--- config.mk ---
export PLATFORM = sky130hd
export DESIGN_NAME = epool_front
export DESIGN_NICKNAME = d
export VERILOG_FILES = /design/src/rtl/epool_pkg.sv /design/src/rtl/epool_front.sv
export SDC_FILE = /design/constraint.sdc
export NUM_CORES = 1
export LEC_CHECK = 0
export BUFFER_PORTS_ARGS = -buffer_cell sky130_fd_sc_hd__buf_2
export CAP_MARGIN = 0
export CORE_UTILIZATION = 30
export CTS_CLUSTER_SIZE = 10
export DETAILED_ROUTE_END_ITERATION = 7
export SYNTH_ARGS = -nofsm -noshare
export SYNTH_HDL_FRONTEND = slang
export SYNTH_SLANG_ARGS = --single-unit
--- constraint.sdc ---
create_clock -name i_clk -period 4.5 [get_ports i_clk]
set_clock_uncertainty 0.05 [all_clocks]
set_input_delay 0.9 -clock i_clk [delete_from_list [all_inputs] [get_ports i_clk]]
set_output_delay 0.9 -clock i_clk [all_outputs]
set_load 0.05 [all_outputs]
--- src/rtl/epool_pkg.sv ---
// ----------------------------------------------------------------------------
// epool_pkg
// Shared widths, codes and types of the entry pool.
// ----------------------------------------------------------------------------
package epool_pkg;

    localparam int ENTRIES = 512;
    localparam int IDX_W   = $clog2(ENTRIES);
    localparam int LINK_W  = IDX_W + 1;
    localparam int CNT_W   = LINK_W;
    localparam int TIME_W  = 31;
    localparam logic [LINK_W-1:0] NIL_LINK = LINK_W'(ENTRIES);

    typedef enum logic [1:0] {
        ACT_ALLOC = 2'd0,
        ACT_FREE  = 2'd1,
        ACT_SWEEP = 2'd2,
        ACT_NOP   = 2'd3
    } t_action;

    typedef struct packed {
        t_action           action;
        logic [IDX_W-1:0]  handle;
        logic [TIME_W-1:0] end_time;
        logic [TIME_W-1:0] now_time;
    } t_cmd;

    typedef struct packed {
        logic [IDX_W-1:0] granted_handle;
        logic             evicted;
        logic [IDX_W-1:0] evicted_handle;
        logic             error;
        logic [CNT_W-1:0] freed_count;
        logic [CNT_W-1:0] active_count;
    } t_result;

    // handshake between the command queue and the sequencer
    typedef struct packed {
        logic valid;
        t_cmd cmd;
    } t_queue_out;

endpackage

--- src/rtl/epool_front.sv ---
// ----------------------------------------------------------------------------
// epool_front
// Accepts input transfers, decodes the action and holds them in a two-entry
// queue for the sequencer.
// ----------------------------------------------------------------------------
module epool_front (
    input  logic                       i_clk,
    input  logic                       i_rst_n,
    input  logic                       i_valid,
    output logic                       o_ready,
    input  logic [1:0]                 i_action,
    input  logic [epool_pkg::IDX_W-1:0]  i_handle,
    input  logic [epool_pkg::TIME_W-1:0] i_end_time,
    input  logic [epool_pkg::TIME_W-1:0] i_now_time,
    output epool_pkg::t_queue_out      o_q,
    input  logic                       i_pop
);

    epool_pkg::t_cmd r_buf [2];
    logic            r_wp;
    logic            r_rp;
    logic [1:0]      r_cnt;
    epool_pkg::t_cmd w_cmd;
    logic            w_push;
    logic            w_pop;

    // every 2-bit code is a defined action, the spare one being the no-op
    always_comb begin
        w_cmd.handle   = i_handle;
        w_cmd.end_time = i_end_time;
        w_cmd.now_time = i_now_time;
        w_cmd.action   = epool_pkg::t_action'(i_action);
    end

    assign o_ready   = (r_cnt != 2'd2);
    assign w_push    = i_valid && o_ready;
    assign w_pop     = i_pop && (r_cnt != 2'd0);
    assign o_q.valid = (r_cnt != 2'd0);
    assign o_q.cmd   = r_buf[r_rp];

    always_ff @(posedge i_clk) begin
        if (w_push) begin
            r_buf[r_wp] <= w_cmd;
        end
    end

    always_ff @(posedge i_clk) begin
        if (!i_rst_n) begin
            r_wp  <= 1'b0;
            r_rp  <= 1'b0;
            r_cnt <= 2'd0;
        end else begin
            if (w_push) r_wp <= ~r_wp;
            if (w_pop)  r_rp <= ~r_rp;
            r_cnt <= r_cnt + {1'b0, w_push} - {1'b0, w_pop};
        end
    end

endmodule

After elaboration in Yosys (flattened, before gate mapping) --
Memory sizes are Yosys's and may differ from the RTL's. A register that Yosys moved wholly into a read port is not among the register bits. Index checks and enable logic that the tools add are counted.
Storage, ports and cells: flip-flop bits (word level) 4, bits in latches 0, RAM bits 146, output and inout bits 75, memories 1, input bits 77, logic and storage cells 16, ROM bits 0
Operators by class: add/sub/neg operators 2, equal/unequal tests 1, reduce and logical (&&, ||, !) cells 3, muxes and demuxes 4, bitwise logic cells 2, $lt $le $gt $ge 0, shift-type cells 0, $mul 0, divide/modulo/power cells 0
Memory list:
- r_buf | depth 2, bits a word 73, rd ports 1, clocked after memory_dff 1, wr ports 1, RTL line epool_front.sv:19 | epool_pkg::t_cmd r_buf [2];
Operators by type and width (number):
- $mux W1 | 4
- $add A2 B1 Y2 | 1
- $logic_and A1 B1 Y1 | 2
- $ne A2 B2 Y1 const B | 1
- $not A1 Y1 | 2
- $reduce_bool A2 Y1 | 1
- $sub A2 B1 Y2 | 1

Logic depth before layout (Yosys ltp) --
Gate-level depths: netlist of run 1.
depth in word-level cells 4, mapped depth 8, mapped depth without buffers 8

Least setup slack after synthesis of run 1 --
OpenSTA, ideal clock, no wires.
kind reg2reg, start register r_cnt[0], end memory r_buf[0][0] (netlist bit), enable pin, setup time 0.505 ns, data arrival time 4.078 ns, period minus slack after synthesis 4.633 ns, slack -0.133 ns, data required time 3.945 ns, buffers on the path 0, cell stages (with the launch flop) 4, cells stage by stage dfxtp_1 > nand2b_1 > nand2_1 > nor2_1
On the way: word-level cells in the longest chain between the ends 4
RTL lines:
- from (decl) | RTL line epool_front.sv:22 | logic [1:0] r_cnt;
- from (signal assigned) | RTL line epool_front.sv:55 | r_cnt <= r_cnt + {1'b0, w_push} - {1'b0, w_pop};
- $ne A2 B2 Y1 | RTL line epool_front.sv:35 | assign o_ready = (r_cnt != 2'd2);
- net o_ready | RTL line epool_front.sv:10 | output logic o_ready,
- $logic_and A1 B1 Y1 | RTL line epool_front.sv:36 | assign w_push = i_valid && o_ready;
- $mux W1 | RTL line epool_front.sv:42 | if (w_push) begin
- $mux W1 (not written as such) | RTL line epool_front.sv:43 | r_buf[r_wp] <= w_cmd;
- to (decl) | RTL line epool_front.sv:19
The timed path passes the listed nets, and every way through them passes these cells.

==> results of run 1 <==
kinds of logic (layout without fill, tap and decap cells):
logic type	after synthesis	after routing
AO/OA/AOI/OAI	1	1
flip-flops	151	151
XOR/XNOR	3	3
multiplexers	74	74
buffers and inverters	9	186
AND/OR/NAND/NOR	11	11
adder cells (fa/ha/maj)	2	2
Yosys cell counts:
library cell  number  area (sq um)
edfxtp_1         146          4380
mux2_4            70          1050
buf_12             7           140
dfxtp_1            5           100
mux2_2             3          33.8
xnor2_1            3          26.3
and2_1             2          12.5
ha_1               2          25.0
nand2_1            2          7.51
nand2b_1           2          12.5
nor2b_1            2          12.5
and3_1             1          6.26
buf_6              1          11.3
inv_1              1          3.75
mux2i_1            1          10.0
nor2_1             1          3.75
o21a_1             1          7.51
or2_2              1          6.26
per-stage QoR:
step                      utilization (%)  cells  area (sq um)  total power (W)
after detailed placement             36.1    656          6830          0.00353
final                                39.2    688          7400          0.00486
after floorplan                         -    251          5860          0.00329
after global placement               36.1    656          6830          0.00351
after global routing                 39.2    688          7400          0.00506
after CTS                            39.2    688          7400          0.00493
worst paths after layout:
| kind | end | depth (start not counted) |
|---|---|---|
| max | o_q[11] | 3 |
| min | flop | 2 |
| max reg2reg | r_buf[0][38] | 4 |
| min reg2reg | flop | 2 |
tightest hold or removal path: stages, from the launching register on:
cell and delay [ns]:
dfxtp_1 0.33, xnor2_1 0.14, nor2b_1 0.05
power by group:
part           internal, W  total, W  switching (W)
registers          0.00177   0.00187      0.0000994
logic             0.000527   0.00161        0.00108
clock network     0.000857   0.00138       0.000526
total              0.00316   0.00486        0.00170
sequential cells by signal, summed over array words and instances, names as in the netlist, named ones only:
name / count
r_buf: 146
r_rp: 1
r_wp: 1
r_cnt: 2
routing by layer:
metal	GRT usage (%)	vias up
met5	0	-
met2	18.3	95
met3	4.02	14
li1	-	1316
met4	5.43	0
met1	11.9	1376
cell type report:
class,count,share of cell area [%]
well taps,260,4.40
clock inverters,13,1.84
flip-flops and latches,151,60.7
repair buffers,153,10.6
multi-input cells,91,16.6
clock buffers,19,5.85
inverters,1,0.0507
==> results_dict.tcl, run 1 <==
set metrics [dict create \
    synth-simple-area-share_pct 1.05 \
    post_cts_buffers 0 \
    synth_nets 330 \
    die_area_sq_um 20100 \
    drv_cap 0 \
    synth-seq-area-share_pct 76.6 \
    track_usage_pct 10.8 \
    routed_wl_microns 10400 \
    worstHoldPathType "reg -> reg" \
    max_stage_delay_ns 0.74 \
    vias 2801 \
    core_area_sq_um 18900 \
    final_cell_mix "buf_2, edfxtp_1, mux2_4" \
    min-delay-start "r_rp" \
    finalCritPeriodShare_pct 68.4 \
    wl_met3_microns 636 \
    cpLargestDelayFamily "flip-flops" \
    fin_setup_tns_ns 0 \
    top_layer_used "met4" \
    grt_pass1_wl_microns 15800 \
    insertedDiodeCount 0 \
    grt-ovfl-total 0 \
    clkSinkCount 151 \
    area_growth_pct 26.4 \
    finalHoldViolCount 0 \
    numCtsBuffers 17 \
    cts_resized 0 \
    critPathMaxFanout 43 \
    p_per_area_nw_per_um2 657 \
    first_pass_iters 4 \
    gp_congestion 0.697 \
    r2r_slack_ns 2.39 \
    dp_hpwl_microns 6620 \
    syn_avg_cell_area_sq_um 23.3 \
    maxSlewHeadroom_pct 30.6 \
    num_rows 50 \
    synthXorXnorAreaFrac_pct 0.449 \
    rsz0062_at_grt "false" \
    cp_cell_sequence "buf_12 -> mux2_4 -> buf_2" \
    synthMuxAreaShare_pct 18.7 \
    start_kind "flop" \
    start_util_pct 31.0 \
    yosysWarnings 0 \
    arrival_ns 2.13 \
    antenna_found_initial 0 \
    ir_drop_v 0.000409 \
    path_clk_slew_ns 0.06 \
    wl_met1_microns 4330 \
    portBuffers 151 \
    die_w_microns 142 \
    met2WireLength_microns 5220 \
    first_global_vias 3003 \
    htree_levels 4 \
    tightest_slew_ns 1.04 \
    cts-root-buf "clkbuf_16" \
    grt_max_degree 74 \
    synth_top_family_by_area "multiplexers" \
    place_ws_ns 1.82 \
    netlist_area_sq_um 5850 \
    critPathSlowestCell "dfxtp_4" \
    synth-seq-cells 151 \
    critPathCaptureType "output pin" \
    die_y_microns 142 \
    synth_compound_area_share_pct 0.128 \
    timing.final.crit_period_ns 3.08 \
    yosysUniqueCellTypes 18 \
    required_ns 3.55 \
    nFillCells 1775 \
    clk_latency_ns 0.41 \
    final_common_cell "buf_2" \
    drtIter0Drc 174 \
    synth_fa_ha_area_share_pct 0.427 \
    criticalPathCategory "reg -> out" \
    ioPinCount 152 \
    ctsHoldBuffers 0 \
    netlist_instances 251 \
    vias_per_cell 4.07 \
    holdWs_ns 0.512 \
    seq_area_sq_um 4490 \
    fmax_mhz 325 \
    tritoncts "done" \
    reg2reg_from "r_cnt[0]" \
    final_nets 494 \
    drcViolationCount 0 \
    clock_path_buffers 2 \
    antenna_left 0 \
    fin_ws_ns 1.42 \
    p_leak_nw 2.86 \
    slew_violations 0 \
    setup_viol 0 \
    crit_buf_inv 2 \
    drive_gt1_share_pct 59.1 \
    wl_per_cell_microns 15.1 \
    multiInputGateArea_sq_um 1230 \
    outcome "complete, no violations" \
]
Power figures use the tool's default switching activity.
==> run 2: changes to the inputs <==
- clock period: 4.5 -> 3.2 ns (I/O delays scaled with it)
==> results_dict.tcl, run 2 (same netlist as run 1, synthesis figures left out) <==
set metrics [dict create \
    grt_pass1_wl_microns 16100 \
    start_kind "flop" \
    finalCritPeriodShare_pct 80.0 \
    area_growth_pct 26.6 \
    fmax_mhz 390 \
    p_per_area_nw_per_um2 913 \
    reg_top3 "r_buf (146), r_cnt (2)" \
    timing.final.crit_period_ns 2.56 \
    drcViolationCount 0 \
    tritoncts "done" \
    clkSinkCount 151 \
    drive_gt1_share_pct 59.6 \
    gp_congestion 0.663 \
    cts-root-buf "clkbuf_16" \
    path_clk_slew_ns 0.06 \
    die_w_microns 142 \
    finalHoldViolCount 0 \
    maxSlewHeadroom_pct 59.7 \
    ctsHoldBuffers 0 \
    antenna_left 0 \
    first_pass_iters 4 \
    finalPower_w 0.00677 \
    first_global_vias 3049 \
    numCtsBuffers 17 \
    drtIter0Drc 98 \
    final_common_cell "buf_2" \
    setup_viol 0 \
    drv_cap 0 \
    regMostFlops "r_buf" \
    dp_hpwl_microns 6860 \
    grt-ovfl-total 0 \
    die_y_microns 142 \
    worstHoldPathType "in -> reg" \
    final_nets 497 \
    track_usage_pct 11.0 \
    htree_levels 4 \
    ir_drop_v 0.000499 \
    post_cts_buffers 0 \
    vias 2806 \
    final_cell_mix "buf_2, edfxtp_1, mux2_4" \
    criticalPathCategory "reg -> out" \
    arrival_ns 1.87 \
    max_stage_delay_ns 0.49 \
    vias_per_cell 4.05 \
    rsz0062_at_grt "false" \
    core_area_sq_um 18900 \
    portBuffers 151 \
    required_ns 2.51 \
    start_util_pct 31.0 \
    wl_per_cell_microns 15.3 \
    grt_max_degree 43 \
    cp_cell_sequence "buf_4 -> mux2_2 -> buf_2" \
    critPathSlowestCell "buf_4" \
    outcome "complete, no violations" \
    fin_setup_tns_ns 0 \
    ioPinCount 152 \
    tightest_slew_ns 0.604 \
    critPathMaxFanout 31 \
    nFillCells 1798 \
    clock_path_buffers 2 \
    routed_wl_microns 10600 \
    die_area_sq_um 20100 \
    clk_latency_ns 0.41 \
    critPathCaptureType "output pin" \
    p_leak_nw 2.87 \
    cts_resized 0 \
    antenna_found_initial 2 \
    num_rows 50 \
    slew_violations 0 \
    largest_reg_flops 146 \
]
## run 2: metrics by stage
step                setup WS, ns  util [%]  cells  area [sq um]  hold WS (ns)
global placement            1.04      36.3    659          6860         0.463
finish                     0.639      39.2    692          7410         0.368
CTS                        0.578      39.2    691          7410         0.335
detailed placement          1.04      36.3    659          6860         0.474
global route               0.547      39.2    692          7410         0.338
floorplan                 0.0491         -    251          5860         0.438
## run 2: worst paths after layout
| kind | startpoint | endpoint | slack, ns | depth (start not counted) |
|---|---|---|---|---|
| max | flop | o_q[1] | 0.64 | 3 |
| min | i_now_time[23] | r_buf[0][23] | 0.37 | 1 |
| max reg2reg | r_cnt[0] | r_buf[1][7] | 1.37 | 3 |
| min reg2reg | r_wp | r_wp | 0.48 | 2 |
## run 2: cell type report
type,instances,area (sq um),share of cell area (%)
well taps,260,325,4.39
multi-input cells,91,1230,16.6
inverters,1,3.75,0.0506
flip-flops and latches,151,4490,60.6
clock buffers,20,437,5.89
repair buffers,156,818,11.0
diodes,1,2.50,0.0338
clock inverters,12,110,1.49
## run 2: routing by layer
layer  vias to the layer above  wire length (microns)  track usage [%]
met5                         -                     13                0
li1                       1324                      -                -
met3                        11                    606             3.95
met2                        91                   5490             18.8
met1                      1378                   4370             12.3
met4                         2                    141             4.92
## run 2: worst max-delay path: cells and delay by family, from the launching register on
family	cells	cell delay, ns
muxes	1	0.40
DFF	1	0.35
buffers and inverters	2	0.70
## run 2: power breakdown
| group | total [W] | switching, W | internal, W |
|---|---|---|---|
| Sequential | 0.00256 | 0.0000739 | 0.00249 |
| Clock | 0.00185 | 0.000717 | 0.00113 |
| Combinational | 0.00236 | 0.00160 | 0.000758 |
| Total | 0.00677 | 0.00239 | 0.00438 |
==> run 3: changes to the inputs <==
- ABC_AREA: not set -> 1
- clock period: 3.2 -> 2.4 ns (I/O delays scaled with it)
==> results_dict.tcl, run 3 <==
set metrics [dict create \
    clk_latency_ns 0.41 \
    cpLargestDelayFamily "buffers and inverters" \
    setup_viol 0 \
    final_core_util_pct 39.4 \
    reg_top3 "r_buf (146), r_cnt (2)" \
    numCtsBuffers 17 \
    grt_pass1_wl_microns 15600 \
    outcome "complete, no violations" \
    htree_levels 4 \
    ioPinCount 152 \
    drv_cap 0 \
    netlist_area_sq_um 5860 \
    critPathCaptureType "output pin" \
    fin_setup_tns_ns 0 \
    regMostFlops "r_buf" \
    synth-seq-area-share_pct 76.5 \
    synth_edf_count 146 \
    yosysTopAreaCell "edfxtp_1" \
    dp_hpwl_microns 6800 \
    core_area_sq_um 19000 \
    r2r_slack_ns 0.72 \
    placed_area_sq_um 6890 \
    die_area_sq_um 20100 \
    max_stage_delay_ns 0.38 \
    clock_path_buffers 2 \
    r2r_cells 5 \
    synthTopCellsByCount "edfxtp_1, mux2_4, nand2_1" \
    holdWs_ns 0.204 \
    criticalPathCategory "reg -> out" \
    start_kind "flop" \
    timing.final.crit_period_ns 2.24 \
    critPathSlowestCell "mux2_2" \
    synth-seq-cells 151 \
    die_w_microns 142 \
    final_cell_mix "buf_2, edfxtp_1, mux2_4" \
    syn_avg_cell_area_sq_um 22.3 \
    worstHoldEndpoint "r_buf[0][25]" \
    antenna_left 0 \
    yosysMostFrequentCell "edfxtp_1" \
    tritoncts "done" \
    required_ns 1.87 \
    area_growth_pct 27.5 \
    path_clk_slew_ns 0.06 \
    rsz0062_at_grt "false" \
    ir_drop_v 0.000464 \
    fmax_mhz 447 \
    tightest_slew_ns 0.582 \
    netlist_instances 263 \
    ctsHoldBuffers 0 \
    finalCritPeriodShare_pct 93.2 \
    worstHoldPathType "in -> reg" \
    async_reset_ff_share_pct 0 \
    drive_gt1_share_pct 59.1 \
    cts_resized 0 \
    grt-ovfl-total 0 \
    crit_buf_inv 2 \
    instances_no_fill 703 \
    holdPathStages 1 \
    cp_cell_sequence "buf_12 -> mux2_2 -> buf_2" \
    grt_max_degree 45 \
    drcViolationCount 0 \
    synth_top_area_share_pct 74.8 \
    insertedDiodeCount 0 \
    final_common_cell "buf_2" \
    critPathMaxFanout 44 \
    gp_congestion 0.648 \
    drtIter0Drc 64 \
    track_usage_pct 10.6 \
    finalHoldViolCount 0 \
    final_nets 510 \
    cts-root-buf "clkbuf_16" \
    synthTopCellsByArea "edfxtp_1, mux2_4, buf_12, dfxtp_1, nand2_1" \
    routed_wl_microns 10200 \
    yosysUniqueCellTypes 12 \
    antenna_found_initial 1 \
    num_rows 50 \
    largest_reg_flops 146 \
    stdcell_area_sq_um 7470 \
    start_util_pct 30.9 \
    vias 2874 \
    reg2reg_to "r_buf[0][57]" \
    arrival_ns 1.71 \
    slew_violations 0 \
    reg2reg_from "r_cnt[0]" \
    clkSinkCount 151 \
    synth_nets 342 \
    yosysWarnings 0 \
    dp.cells 672 \
    first_pass_iters 6 \
    wl_per_cell_microns 14.5 \
    vias_per_cell 4.09 \
    first_global_vias 3081 \
    die_y_microns 142 \
    p_per_area_nw_per_um2 1230 \
    p_leak_nw 2.93 \
    portBuffers 151 \
    maxSlewHeadroom_pct 61.2 \
    min-delay-start "i_now_time[25]" \
    post_cts_buffers 0 \
    synthFlopType "edfxtp_1" \
    path_depth 3 \
]
## run 3: cell count changes after synthesis, sizes merged
cell and change:
mux2i -1, and3 -1, nand3 +3, or2 -1, a21oi +2, o21a -1, nor2b -2, nand2b -2
nor2 +7, and2 -2, nand2 +7, xnor2 -3, inv +6
## run 3: kinds of logic (layout without fill, tap and decap cells)
group	after synthesis	in the layout	share of synthesized area, %
buffers and inverters	15	195	3.03
AO/OA/AOI/OAI	2	2	0.171
AND/OR/NAND/NOR	20	20	1.34
adder cells (fa/ha/maj)	2	2	0.427
multiplexers	73	73	18.5
flip-flops	151	151	76.5
## run 3: final cells by class
type | count | area, sq um
clock buffer | 18 | 429
clock inverter | 13 | 154
fill | 1744 | 11500
inverter | 7 | 30.0
multi-input combinational | 97 | 1210
sequential | 151 | 4490
tap | 260 | 325
timing repair buffer | 157 | 838
## run 3: metal layers
metal	vias to the layer above	track usage [%]	share of wire, %
met5	-	0	0.088
met3	10	5.16	7.2
met1	1413	10.7	41
met4	2	4.07	0.89
met2	94	18.8	51
li1	1355	-	-
## run 3: power by group
part	internal, W	switching [W]
Combinational	0.000987	0.00213
Sequential	0.00334	0.000105
Clock	0.00162	0.000983
Total	0.00595	0.00322
## run 3: stage by stage
stage	total power, W	setup WS [ns]
detailed placement	0.00665	0.585
finish	0.00916	0.163
floorplan	0.00612	0.0172
CTS	0.00929	0.132
global placement	0.00660	0.587
global route	0.00956	0.0882
## run 3: worst register-to-register path, stage by stage (launching register included)
cell and delay (ns):
dfxtp_1 0.35, inv_1 0.07, nand2_2 0.08, nand2_1 0.11, nor2_4 0.15, buf_4 0.46
## run 3: worst max path at each step
stage / to / slack, ns
floorplan: r_buf[0][0] / 0.02
global placement: o_q[72] / 0.59
detailed placement: o_q[72] / 0.59
CTS: o_q[72] / 0.13
global route: o_q[72] / 0.09
finish: o_q[72] / 0.16
